===== src/rtl/core/lrtt_pkg.sv =====
// Shared constants and types for the local rank template transform.
// Used by the channel interfaces, the configuration block, the rank cell and the top level.
package lrtt_pkg;

    localparam int CODE_W             = 16;
    localparam int OUT_W              = 16;
    localparam int CFG_W              = 5;
    localparam int DATA_W             = 32;
    localparam int ADDR_W             = 3;
    localparam int REG_IDX_W          = ADDR_W - 2;
    localparam int MAX_GROUP_DEF      = 16;
    localparam int MAX_BLOCK_BITS_DEF = 16;
    localparam int RESULT_CAP         = 16;

    localparam logic [CFG_W-1:0] BLOCK_BITS_RST = 5'd4;
    localparam logic [CFG_W-1:0] GRP_LEN_RST    = 5'd12;

    localparam logic [REG_IDX_W-1:0] REG_BLOCK_BITS = 1'b0;
    localparam logic [REG_IDX_W-1:0] REG_GRP_LEN    = 1'b1;

    typedef struct packed {
        logic [CFG_W-1:0] block_bits;
        logic [CFG_W-1:0] grp_len;
    } t_cfg;

    typedef struct packed {
        logic load;
        logic rank_step;
        logic out_shift;
    } t_cell_ctrl;

endpackage


===== src/rtl/core/lrtt_in_if.sv =====
// Input channel carrying one template block and its key block per transfer.
// Depends on lrtt_pkg for the field widths.
interface lrtt_in_if import lrtt_pkg::*; ();
    logic              valid;
    logic              ready;
    logic [CODE_W-1:0] code_bits;
    logic [CODE_W-1:0] key_bits;
    logic              last_block;

    modport source (output valid, output code_bits, output key_bits, output last_block,
                    input ready);
    modport sink (input valid, input code_bits, input key_bits, input last_block,
                  output ready);
endinterface


===== src/rtl/core/lrtt_out_if.sv =====
// Output channel carrying one rank or raw block value per transfer.
// Depends on lrtt_pkg for the field widths.
interface lrtt_out_if import lrtt_pkg::*; ();
    logic             valid;
    logic             ready;
    logic [OUT_W-1:0] out_value;
    logic             is_rank;
    logic             last_of_run;

    modport source (output valid, output out_value, output is_rank, output last_of_run,
                    input ready);
    modport sink (input valid, input out_value, input is_rank, input last_of_run,
                  output ready);
endinterface


===== src/rtl/core/lrtt_cfg.sv =====
// APB-style configuration registers for block width and group size.
// Depends on lrtt_pkg.
module lrtt_cfg import lrtt_pkg::*; (
    input  logic              i_clk,
    input  logic              i_rst_n,
    input  logic              psel,
    input  logic              penable,
    input  logic              pwrite,
    input  logic [ADDR_W-1:0] paddr,
    input  logic [DATA_W-1:0] pwdata,
    output logic [DATA_W-1:0] prdata,
    output logic              pready,
    output t_cfg              o_cfg
);
    logic [CFG_W-1:0]     r_block_bits;
    logic [CFG_W-1:0]     r_grp_len;
    logic [REG_IDX_W-1:0] w_idx;
    logic                 w_wr;

    assign w_idx  = paddr[ADDR_W-1:2];
    assign w_wr   = psel && penable && pwrite;
    assign pready = 1'b1;

    always_ff @(posedge i_clk) begin
        if (!i_rst_n) begin
            r_block_bits <= BLOCK_BITS_RST;
            r_grp_len    <= GRP_LEN_RST;
        end else if (w_wr) begin
            case (w_idx)
                REG_BLOCK_BITS: r_block_bits <= pwdata[CFG_W-1:0];
                REG_GRP_LEN:    r_grp_len    <= pwdata[CFG_W-1:0];
                default: ;
            endcase
        end
    end

    always_comb begin
        case (w_idx)
            REG_BLOCK_BITS: prdata = DATA_W'(r_block_bits);
            REG_GRP_LEN:    prdata = DATA_W'(r_grp_len);
            default:        prdata = '0;
        endcase
    end

    assign o_cfg.block_bits = r_block_bits;
    assign o_cfg.grp_len    = r_grp_len;
endmodule


===== src/rtl/core/lrtt_cell.sv =====
// One cell of the ranking chain: holds a block value, a circulating probe and a rank count.
// Depends on lrtt_pkg for the cell control struct.
module lrtt_cell import lrtt_pkg::*; #(
    parameter int VW = MAX_BLOCK_BITS_DEF,
    parameter int IW = 4
) (
    input  logic          i_clk,
    input  t_cell_ctrl    i_ctrl,
    input  logic [IW-1:0] i_idx,
    input  logic [VW-1:0] i_load_val,
    input  logic [VW-1:0] i_nb_trv_val,
    input  logic [IW-1:0] i_nb_trv_idx,
    input  logic [VW-1:0] i_nb_val,
    input  logic [IW-1:0] i_nb_rank,
    output logic [VW-1:0] o_trv_val,
    output logic [IW-1:0] o_trv_idx,
    output logic [VW-1:0] o_val,
    output logic [IW-1:0] o_rank
);
    logic [VW-1:0] r_val;
    logic [VW-1:0] r_trv_val;
    logic [IW-1:0] r_trv_idx;
    logic [IW-1:0] r_rank;
    logic          w_hit;

    // The probe counts against this cell if it is smaller, or equal and earlier.
    assign w_hit = (r_trv_val < r_val) || ((r_trv_val == r_val) && (r_trv_idx < i_idx));

    always_ff @(posedge i_clk) begin
        if (i_ctrl.load) begin
            r_val     <= i_load_val;
            r_trv_val <= i_load_val;
            r_trv_idx <= i_idx;
            r_rank    <= '0;
        end else if (i_ctrl.rank_step) begin
            r_rank    <= r_rank + IW'(w_hit);
            r_trv_val <= i_nb_trv_val;
            r_trv_idx <= i_nb_trv_idx;
        end else if (i_ctrl.out_shift) begin
            r_val  <= i_nb_val;
            r_rank <= i_nb_rank;
        end
    end

    assign o_trv_val = r_trv_val;
    assign o_trv_idx = r_trv_idx;
    assign o_val     = r_val;
    assign o_rank    = r_rank;
endmodule


===== src/rtl/core/local_rank_template_transform_core.sv =====
// Top level of the local rank template transform: config port, rank cell chain and control.
// Depends on lrtt_pkg, lrtt_in_if, lrtt_out_if, lrtt_cfg and lrtt_cell.
//
//  Channel   Direction  Handshake          Payload
//  i_in      in         valid / ready      code_bits, key_bits, last_block
//  o_out     out        valid / ready      out_value, is_rank, last_of_run
//  APB       in / out   psel, penable      paddr, pwdata, prdata
//
// An item that closes no group is stored in the next free cell; one that completes a group of G
// values starts a ranking pass while the probes circle the ring of cells, then the G results
// follow, one per transfer at the output register, as do the N values of a trailing raw group.
// Input is held off during ranking and result delivery; a stalled output holds the chain.
// Reset is synchronous and sets block_bits to 4 and the group length to 12; there is no
// clearing pass.
module local_rank_template_transform_core import lrtt_pkg::*; #(
    parameter int MAX_GROUP      = MAX_GROUP_DEF,
    parameter int MAX_BLOCK_BITS = MAX_BLOCK_BITS_DEF
) (
    input  logic              i_clk,
    input  logic              i_rst_n,
    lrtt_in_if.sink           i_in,
    lrtt_out_if.source        o_out,
    input  logic              psel,
    input  logic              penable,
    input  logic              pwrite,
    input  logic [ADDR_W-1:0] paddr,
    input  logic [DATA_W-1:0] pwdata,
    output logic [DATA_W-1:0] prdata,
    output logic              pready
);
    localparam int VW   = (MAX_BLOCK_BITS < CODE_W) ? MAX_BLOCK_BITS : CODE_W;
    localparam int IW   = $clog2(MAX_GROUP);
    localparam int CW   = $clog2(MAX_GROUP + 1);
    localparam int GCAP = (MAX_GROUP < RESULT_CAP) ? MAX_GROUP : RESULT_CAP;

    localparam logic [1:0] S_IDLE = 2'd0;
    localparam logic [1:0] S_RANK = 2'd1;
    localparam logic [1:0] S_EMIT = 2'd2;

    t_cfg          w_cfg;
    logic [CW-1:0] w_gs;
    logic [VW-1:0] w_mask;
    logic [VW-1:0] w_blk;
    logic          w_acc;
    logic          w_emit;
    logic [CW-1:0] w_fill_inc;

    logic [1:0]       r_state, n_state;
    logic [CW-1:0]    r_fill, n_fill;
    logic [CW-1:0]    r_cnt, n_cnt;
    logic [CW-1:0]    r_left, n_left;
    logic             r_is_rank, n_is_rank;
    logic             r_out_valid, n_out_valid;
    logic [OUT_W-1:0] r_out_value, n_out_value;
    logic             r_out_rank, n_out_rank;
    logic             r_out_last, n_out_last;

    logic [VW-1:0] w_trv_val [MAX_GROUP];
    logic [IW-1:0] w_trv_idx [MAX_GROUP];
    logic [VW-1:0] w_val     [MAX_GROUP];
    logic [IW-1:0] w_rank    [MAX_GROUP];

    lrtt_cfg u_cfg (
        .i_clk   (i_clk),
        .i_rst_n (i_rst_n),
        .psel    (psel),
        .penable (penable),
        .pwrite  (pwrite),
        .paddr   (paddr),
        .pwdata  (pwdata),
        .prdata  (prdata),
        .pready  (pready),
        .o_cfg   (w_cfg)
    );

    always_comb begin
        if (w_cfg.grp_len == '0) begin
            w_gs = CW'(1);
        end else if (int'(w_cfg.grp_len) > GCAP) begin
            w_gs = CW'(GCAP);
        end else begin
            w_gs = CW'(w_cfg.grp_len);
        end
    end

    always_comb begin
        for (int k = 0; k < VW; k++) begin
            w_mask[k] = (k < int'(w_cfg.block_bits));
        end
    end

    assign w_blk      = (i_in.code_bits[VW-1:0] ^ i_in.key_bits[VW-1:0]) & w_mask;
    assign i_in.ready = (r_state == S_IDLE);
    assign w_acc      = i_in.valid && (r_state == S_IDLE);
    assign w_emit     = (r_state == S_EMIT) && (!r_out_valid || o_out.ready);
    assign w_fill_inc = (int'(r_fill) < MAX_GROUP) ? r_fill + CW'(1) : r_fill;

    for (genvar k = 0; k < MAX_GROUP; k++) begin : g_cell
        t_cell_ctrl    w_ctrl;
        logic [VW-1:0] w_nb_trv_val;
        logic [IW-1:0] w_nb_trv_idx;
        logic [VW-1:0] w_nb_val;
        logic [IW-1:0] w_nb_rank;

        assign w_ctrl.load      = w_acc && (r_fill == CW'(k));
        assign w_ctrl.rank_step = (r_state == S_RANK);
        assign w_ctrl.out_shift = w_emit;

        // The ring closes at the last cell of the active group.
        if (k == MAX_GROUP - 1) begin : g_tail
            assign w_nb_trv_val = w_trv_val[0];
            assign w_nb_trv_idx = w_trv_idx[0];
            assign w_nb_val     = '0;
            assign w_nb_rank    = '0;
        end else begin : g_body
            assign w_nb_trv_val = (CW'(k) + CW'(1) == w_gs) ? w_trv_val[0] : w_trv_val[k+1];
            assign w_nb_trv_idx = (CW'(k) + CW'(1) == w_gs) ? w_trv_idx[0] : w_trv_idx[k+1];
            assign w_nb_val     = w_val[k+1];
            assign w_nb_rank    = w_rank[k+1];
        end

        lrtt_cell #(
            .VW (VW),
            .IW (IW)
        ) u_cell (
            .i_clk        (i_clk),
            .i_ctrl       (w_ctrl),
            .i_idx        (IW'(k)),
            .i_load_val   (w_blk),
            .i_nb_trv_val (w_nb_trv_val),
            .i_nb_trv_idx (w_nb_trv_idx),
            .i_nb_val     (w_nb_val),
            .i_nb_rank    (w_nb_rank),
            .o_trv_val    (w_trv_val[k]),
            .o_trv_idx    (w_trv_idx[k]),
            .o_val        (w_val[k]),
            .o_rank       (w_rank[k])
        );
    end

    always_comb begin
        n_state     = r_state;
        n_fill      = r_fill;
        n_cnt       = r_cnt;
        n_left      = r_left;
        n_is_rank   = r_is_rank;
        n_out_valid = r_out_valid && !o_out.ready;
        n_out_value = r_out_value;
        n_out_rank  = r_out_rank;
        n_out_last  = r_out_last;
        case (r_state)
            S_IDLE: begin
                if (w_acc) begin
                    if (w_fill_inc >= w_gs) begin
                        n_state   = S_RANK;
                        n_cnt     = w_gs;
                        n_left    = w_gs;
                        n_is_rank = 1'b1;
                        n_fill    = '0;
                    end else if (i_in.last_block) begin
                        n_state   = S_EMIT;
                        n_left    = w_fill_inc;
                        n_is_rank = 1'b0;
                        n_fill    = '0;
                    end else begin
                        n_fill = w_fill_inc;
                    end
                end
            end
            S_RANK: begin
                n_cnt = r_cnt - CW'(1);
                if (r_cnt == CW'(1)) begin
                    n_state = S_EMIT;
                end
            end
            S_EMIT: begin
                if (w_emit) begin
                    n_out_valid = 1'b1;
                    n_out_value = r_is_rank ? OUT_W'(w_rank[0]) : OUT_W'(w_val[0]);
                    n_out_rank  = r_is_rank;
                    n_out_last  = (r_left == CW'(1));
                    n_left      = r_left - CW'(1);
                    if (r_left == CW'(1)) begin
                        n_state = S_IDLE;
                    end
                end
            end
            default: begin
                n_state = S_IDLE;
            end
        endcase
    end

    always_ff @(posedge i_clk) begin
        if (!i_rst_n) begin
            r_state     <= S_IDLE;
            r_fill      <= '0;
            r_cnt       <= '0;
            r_left      <= '0;
            r_is_rank   <= 1'b0;
            r_out_valid <= 1'b0;
        end else begin
            r_state     <= n_state;
            r_fill      <= n_fill;
            r_cnt       <= n_cnt;
            r_left      <= n_left;
            r_is_rank   <= n_is_rank;
            r_out_valid <= n_out_valid;
        end
    end

    always_ff @(posedge i_clk) begin
        r_out_value <= n_out_value;
        r_out_rank  <= n_out_rank;
        r_out_last  <= n_out_last;
    end

    assign o_out.valid       = r_out_valid;
    assign o_out.out_value   = r_out_value;
    assign o_out.is_rank     = r_out_rank;
    assign o_out.last_of_run = r_out_last;

`ifndef NO_ASSERTIONS
    a_fill_below_cap: assert property (@(posedge i_clk) disable iff (!i_rst_n)
        (r_state == S_IDLE) |-> (int'(r_fill) < GCAP))
        else $error("Buffered count reached the group limit while idle.");

    a_emit_ends_last: assert property (@(posedge i_clk) disable iff (!i_rst_n)
        ((r_state != S_EMIT) && ($past(r_state) == S_EMIT)) |-> (r_out_valid && r_out_last))
        else $error("Result delivery ended without a final transfer marked last.");

    a_rank_in_range: assert property (@(posedge i_clk) disable iff (!i_rst_n)
        (r_out_valid && r_out_rank) |-> (int'(r_out_value) < GCAP))
        else $error("A rank result lies outside the group.");
`endif
endmodule


===== src/flat_wrapper.sv =====
// flat-port wrapper written by rule: the top's interface ports become plain ports
module local_rank_template_transform_core_flat import lrtt_pkg::*;
#(
    parameter int MAX_GROUP      = MAX_GROUP_DEF,
    parameter int MAX_BLOCK_BITS = MAX_BLOCK_BITS_DEF
)
  (i_clk, i_rst_n, psel, penable, pwrite, paddr, pwdata, prdata, pready, i_in_valid, i_in_code_bits, i_in_key_bits, i_in_last_block, i_in_ready, o_out_valid, o_out_out_value, o_out_is_rank, o_out_last_of_run, o_out_ready);
  lrtt_in_if i_in_i ();
  lrtt_out_if o_out_i ();
  input  logic i_clk;
  input  logic i_rst_n;
  input  logic psel;
  input  logic penable;
  input  logic pwrite;
  input  logic [ADDR_W-1:0] paddr;
  input  logic [DATA_W-1:0] pwdata;
  output logic [DATA_W-1:0] prdata;
  output logic pready;
  input wire logic [$bits(i_in_i.valid)-1:0] i_in_valid;
  input wire logic [$bits(i_in_i.code_bits)-1:0] i_in_code_bits;
  input wire logic [$bits(i_in_i.key_bits)-1:0] i_in_key_bits;
  input wire logic [$bits(i_in_i.last_block)-1:0] i_in_last_block;
  output wire logic [$bits(i_in_i.ready)-1:0] i_in_ready;
  output wire logic [$bits(o_out_i.valid)-1:0] o_out_valid;
  output wire logic [$bits(o_out_i.out_value)-1:0] o_out_out_value;
  output wire logic [$bits(o_out_i.is_rank)-1:0] o_out_is_rank;
  output wire logic [$bits(o_out_i.last_of_run)-1:0] o_out_last_of_run;
  input wire logic [$bits(o_out_i.ready)-1:0] o_out_ready;
  assign i_in_i.valid = i_in_valid;
  assign i_in_i.code_bits = i_in_code_bits;
  assign i_in_i.key_bits = i_in_key_bits;
  assign i_in_i.last_block = i_in_last_block;
  assign i_in_ready = i_in_i.ready;
  assign o_out_valid = o_out_i.valid;
  assign o_out_out_value = o_out_i.out_value;
  assign o_out_is_rank = o_out_i.is_rank;
  assign o_out_last_of_run = o_out_i.last_of_run;
  assign o_out_i.ready = o_out_ready;
  local_rank_template_transform_core #(.MAX_GROUP(MAX_GROUP), .MAX_BLOCK_BITS(MAX_BLOCK_BITS)) u_core (.i_clk(i_clk), .i_rst_n(i_rst_n), .i_in(i_in_i), .o_out(o_out_i), .psel(psel), .penable(penable), .pwrite(pwrite), .paddr(paddr), .pwdata(pwdata), .prdata(prdata), .pready(pready));
endmodule

===== config.mk =====
export PLATFORM = sky130hd
export DESIGN_NAME = local_rank_template_transform_core_flat
export DESIGN_NICKNAME = d
export VERILOG_FILES = /design/src/rtl/core/lrtt_pkg.sv /design/src/rtl/core/lrtt_in_if.sv /design/src/rtl/core/lrtt_out_if.sv /design/src/rtl/core/lrtt_cfg.sv /design/src/rtl/core/lrtt_cell.sv /design/src/rtl/core/local_rank_template_transform_core.sv /design/src/flat_wrapper.sv
export SDC_FILE = /design/constraint.sdc
export NUM_CORES = 2
export LEC_CHECK = 0
export BUFFER_PORTS_ARGS = -buffer_cell sky130_fd_sc_hd__buf_2
export CAP_MARGIN = 10
export CELL_PAD_IN_SITES_DETAIL_PLACEMENT = 0
export CELL_PAD_IN_SITES_GLOBAL_PLACEMENT = 1
export CORE_UTILIZATION = 54
export DETAILED_ROUTE_END_ITERATION = 8
export GPL_ROUTABILITY_DRIVEN = 0
export PLACE_DENSITY = 0.93
export SYNTH_ARGS = -nofsm -noshare
export SYNTH_HDL_FRONTEND = slang
export SYNTH_SLANG_ARGS = --single-unit

===== constraint.sdc =====
create_clock -name i_clk -period 7.5 [get_ports i_clk]
set_clock_uncertainty 0.15 [all_clocks]
set_input_delay 1.125 -clock i_clk [delete_from_list [all_inputs] [get_ports i_clk]]
set_output_delay 1.125 -clock i_clk [all_outputs]
set_load 0.02 [all_outputs]

* Word level (Yosys, flattened, before mapping)
Index checks and enable logic that the tools add are counted.
** Cells by class
- $add $sub $neg :: 19
- Multiply operators :: 0
- Div/mod/pow operators :: 0
- $lt $le $gt $ge :: 51
- Eq/ne operators :: 73
- Shifts and indexed selects :: 0
- Multiplexer cells :: 167
- Bitwise operators :: 4
- Reductions and logical operators :: 121
** Operator list (number)
- 2-to-1 mux 16 bit :: 95
- == test 16 bit :: 16
- less-than comparator 16 bit :: 16
- 2-to-1 mux 4 bit :: 47
- nonzero test 2 bit :: 36
- adder 4 x 1 -> 4 bit :: 16
- case mux 32 bit (2 select lines) :: 1
- 2-to-1 mux 5 bit :: 11
- AND reduction 2 bit :: 22
- == test 4 x 5 -> 1 bit, first input constant :: 8
- == test 5 x 4 -> 1 bit, second input constant :: 8
- less-than comparator 4 x 5 -> 1 bit, first input constant :: 8
- logical AND 1 bit :: 37
- inequality test 2 bit, second input constant :: 17
- less-than comparator 4 bit, second input constant :: 8
- == test 3 x 5 -> 1 bit, first input constant :: 4
- == test 5 x 3 -> 1 bit, second input constant :: 4
- less-than comparator 3 x 5 -> 1 bit, first input constant :: 4
- case mux 5 bit (2 select lines) :: 2
- logical OR 1 bit :: 17
- AND 16 bit :: 1
- less-than comparator 4 x 3 -> 1 bit, second input constant :: 4
- bitwise XOR 16 bit :: 1
- == test 5 x 1 -> 1 bit, second input constant :: 3
- 26 further kinds :: 49
** Word-level totals
- Register bits :: 687
- Bits in latches :: 0
- RAM bits :: 0
- Memory bits (read-only) :: 0
- Bits of input ports :: 75
- Output and inout bits :: 53
- Word-level logic and storage cells :: 511
- Memories :: 0

* Longest topological paths before layout
- Depth after elaboration :: 7
- Depth in mapped cells :: 13
- Mapped depth without buffers :: 13

* Hierarchy
A second synthesis with hierarchy kept.
** Second synthesis, totals
- Cell total of the unflattened synthesis :: 4304
- Area, all modules :: 42336.9 um^2
** By module, submodules not included
- lrtt_cell :: times used 16, cells an instance 222, area each 2209.6 um^2, seq. area each 1161.1 um^2
- local_rank_template_transform_core :: times used 1, cells an instance 675, area each 6283.5 um^2, seq. area each 920.9 um^2
- lrtt_cfg :: times used 1, cells an instance 77, area each 699.4 um^2, seq. area each 200.2 um^2

* Worst setup path after synthesis
Ideal clock, no wire load.
- Path type :: input to register
- From :: in i_in_valid
- To :: reg u_core.g_cell[0].u_cell.r_trv_val[0] (enable)
- Library setup time :: 0.411 ns
- Arrival :: 2.618 ns
- Data required time :: 6.939 ns
- Slack :: 4.321 ns
- Cell stages on the path :: 6
- Path buffers :: 2
- Cell sequence :: or3b_1 buf_2 nor3_4 nand2_2 buf_2 o21ai_0
** Between the ends
- Longest elaborated chain between the ends :: 4
- Elaborated cells between the ends (all ways) :: 5
- Classes of those cells :: eq/ne (1); reduce/logical (4)
** Ends and longest elaborated chain
- start, declared :: RTL line flat_wrapper.sv:19 : input wire logic [$bits(i_in_i.valid)-1:0] i_in_valid;
- logical AND 1 bit * :: RTL line local_rank_template_transform_core.sv:94 : assign w_acc = i_in.valid && (r_state == S_IDLE);
- logical AND 1 bit * :: RTL line local_rank_template_transform_core.sv:105 : assign w_ctrl.load = w_acc && (r_fill == CW'(k));
- inequality test 2 bit (no line) / nonzero test 2 bit (equally long branches)
- AND reduction 2 bit (no line) *
- end signal, assigned :: RTL line lrtt_cell.sv:32 : r_trv_val <= i_load_val;
- end signal, assigned :: RTL line lrtt_cell.sv:37 : r_trv_val <= i_nb_trv_val;
- end, declared :: RTL line lrtt_cell.sv:21 : logic [VW-1:0] r_trv_val;
Mark *: on every way between the ends. The rest lies on a longest branch, timed or not.
A chain may end at the register's enable or synchronous reset.

* Final worst setup path
- From :: reg u_core.r_state[0]
- To :: reg u_core.g_cell[7].u_cell.r_rank[3]
** Between the ends
- Longest elaborated chain between the ends :: 3
- Elaborated cells between the ends (all ways) :: 8
- Classes of those cells :: eq/ne (2); mux (1); reduce/logical (5)
** Ends and longest elaborated chain
- start, declared :: RTL line local_rank_template_transform_core.sv:48 : logic [1:0] r_state, n_state;
- start signal, assigned :: RTL line local_rank_template_transform_core.sv:203 : r_state <= n_state;
- == test 2 bit / logical NOT 2 bit (equally long branches) :: RTL line local_rank_template_transform_core.sv:95, local_rank_template_transform_core.sv:94
- logical AND 1 bit (on tied branches) :: RTL line local_rank_template_transform_core.sv:95, local_rank_template_transform_core.sv:94
- nonzero test 2 bit (no line) / logical AND 1 bit (equally long branches)
- end signal, assigned :: RTL line lrtt_cell.sv:36 : r_rank <= r_rank + IW'(w_hit);
- end signal, assigned :: RTL line lrtt_cell.sv:41 : r_rank <= i_nb_rank;
- end, declared :: RTL line lrtt_cell.sv:23 : logic [IW-1:0] r_rank;
Parallel ways exist; a longest one is shown, timed or not.

==> metrics.cfg <==
[outcome]
status=complete, no violations

[die]
die_x_um=267
rows=96
io_pins=128
fp.dieArea_sq_mm=0.0715
core_region_area_sq_mm=0.0692
start_util_pct=55.0
die_y_um=267

[logic_synthesis]
synth-seq-cells=687
synth_top_area_cell=edfxtp_1
synth_area_sq_mm=0.0380
synth.top_cell.area_share_pct=41.9
seq_area_frac_synth_pct=50.1
synth.distinct_cells=75
synth_common_cells=o21ai_0, edfxtp_1, nand2_1
yosys-top-cells-area=edfxtp_1, ha_1, dfxtp_1, mux2i_1, o21ai_0
ys_async_sr_fraction_pct=0
yosysMostFrequentCell=o21ai_0
synth.avg_cell_area_sq_um=10.2
yosysWarnings=0
synth-edff-count=530
synth_flop_cell=edfxtp_1
netlist_instances=3723

[sta]
holdWs_ps=307
rsz0062_at_grt=false
slew_viol_final=0
finalSetupViolations=0
tightest_slew_ps=1230
period_share_pct=57.2
max-slew-margin-rel_pct=18.2
setup_tns_ps=0
hold_viol_final=0
min_period_ps=4290
max_freq_mhz=233

[clocking]
insertion_delay_ps=640
htree_levels=3
cts.sinks=687
holdBufCountCts=0
cts_max_path_buffers=3
cts_tree=built
cts_made_buffers=73
cts_resized=0
clk_pin_slew_ps=60
cts-root-buf=clkbuf_16
cts_setup_buffers=0

[final_layout]
areaGrowthSynthToFinish_pct=8.59
num_antenna_cells=0
nNetsFinal=4079
drive_gt1_share_pct=7.65

[critical_path]
crit_path_end_kind=flip-flop
crit_buf_inv=2
critPathKind=flip-flop to flip-flop
crit_path_max_fanout=45
path_delay_family=buffers and inverters
max_stage_delay_ps=1070
ff2ff_setup_slack_ps=3210
startpoint_type=flip-flop
worstPathArrival_ps=4680
required_ps=7900
cp_cell_sequence=and2b_1 -> nand2_2 -> buf_4 -> clkinv_2 -> nor2_4 -> o21ai_0 -> a21oi_1
cp_slowest_cell=nor2_4

[power]
switching_share_pct=26.1
comb_power_share_pct=10.3
p_int_uw=6800
powerDensity_mw_per_mm2=223
vdd.ir_drop.worst_v=0.000179
power.share.clock_pct=39.7
p_seq_share_pct=49.9
leakage_uw=0.0169
p_sw_uw=2400

[grt]
grt_max_degree=76
grt_pass1_wl_mm=157
grt_usage_pct=29.1
grt-ovfl-total=0
grt_pass1_vias=27100
antenna_found_initial=1

[routing]
dr_total_vias=28400
routedWlPerCell_um=22.3
drtIter0Drc=2936
dr.pass1.iters=8
vias_per_cell=6.05
routed_wl_mm=105
ant_nets=0
drc=0

[job]
drv.max_cap_violation_count=0

[worst_hold_path]
hold_path_class=flip-flop to flip-flop

[placed_design]
dpl.hpwl_mm=71.8
portBuffers=70

==> sequential cells by signal, indices dropped and copies added, names as in the netlist, 2 cells and up <==
signal	count
u_core.u_cfg.r_grp_len	5
u_core.g_cell.u_cell.o_trv_idx	64
u_core.r_cnt	5
u_core.r_fill	5
u_core.g_cell.u_cell.o_trv_val	256
u_core.o_out.out_value	16
u_core.r_state	2
u_core.g_cell.u_cell.o_val	256
u_core.g_cell.u_cell.o_rank	64
u_core.u_cfg.r_block_bits	5
u_core.r_left	5
==> power groups by stage <==
stage	Sequential, uW	Combinational [uW]	Clock (uW)
6_report	4590	951	3660
2_1_floorplan	4590	641	0
3_3_place_gp	4660	897	0
5_1_grt	4620	1050	3810
3_5_place_dp	4660	928	0
4_1_cts	4580	936	3670
==> final timing paths <==
check | startpoint | endpoint | depth (start not counted)
setup reg to reg | u_core.r_state[0] | u_core.g_cell[7].u_cell.o_rank[3] | 7
hold / removal | u_core.g_cell[8].u_cell.o_trv_idx[0] | u_core.g_cell[8].u_cell.o_trv_idx[0] | 2
setup / recovery | u_core.r_state[0] | u_core.g_cell[7].u_cell.o_rank[3] | 7
hold reg to reg | u_core.g_cell[8].u_cell.o_trv_idx[0] | u_core.g_cell[8].u_cell.o_trv_idx[0] | 2
==> worst min-delay path, delay by kind of cell, from the launching register on <==
| kind | cells | cell delay [ps] |
|---|---|---|
| flip-flops | 1 | 310 |
| AND/OR/NAND/NOR | 1 | 60 |
| AO/OA/AOI/OAI | 1 | 50 |
==> stage by stage <==
stage          power [uW]  std cells  setup WS [ps]  area, sq um  util, %
6_report             9200       4694           3210        41300     59.7
5_1_grt              9470       4694           2980        41300     59.7
4_1_cts              9190       4694           3310        41300     59.7
3_5_place_dp         5590       4560           2840        38900     56.2
3_3_place_gp         5550       4560           2850        38900     56.2
2_1_floorplan        5230       3749           4320        38100        -
==> per-layer routing <==
metal  wire length [um]  track usage (%)
met4               5430             14.1
met1              41200             36.4
met2              48000             46.9
met3               9670             7.42
met5                240             2.29
==> cells by family (layout without fill, tap and decap cells) <==
logic type,after synthesis,after routing,synth area share (%)
DFF,687,687,50.1
buffers and inverters,514,528,5.88
AOI/OAI and AO/OA,972,972,14.3
xor gates and xnor gates,19,19,0.438
other,2,28,0.0198
muxes,310,310,8.18
and+or+nand+nor,919,919,11.2
adders and majority gates,300,300,9.87
==> cell usage in the layout (no fill, tap or decap), drive strengths merged, types with 5 or more instances in the layout <==
| master | instances |
|---|---|
| a2111oi | 10 |
| a211oi | 28 |
| a21o | 45 |
| a21oi | 170 |
| a22oi | 26 |
| a31oi | 15 |
| and2 | 25 |
| and3 | 8 |
| buf | 123 |
| bufinv | 5 |
| clkbuf | 102 |
| clkinv | 23 |
| conb | 28 |
| dfxtp | 157 |
| edfxtp | 530 |
| ha | 300 |
| inv | 273 |
| mux2 | 6 |
| mux2i | 304 |
| nand2 | 472 |
| nand2b | 19 |
| nand3 | 87 |
| nand4 | 49 |
| nand4b | 5 |
| nor2 | 135 |
| nor2b | 30 |
| nor3 | 58 |
| nor4 | 8 |
| o211ai | 26 |
| o21a | 36 |
| o21ai | 580 |
| o31ai | 11 |
| xor2 | 17 |
==> layout make-up <==
cell class	instances	area, sq um
fillers	5702	27900
well taps	931	1160
multi-input cells	2548	16900
clock inverters	32	374
clock buffers	102	2030
flip-flops and latches	687	19100
repair buffers	123	748
inverters	271	1020
Note: power is estimated with default switching activity, not from simulation.
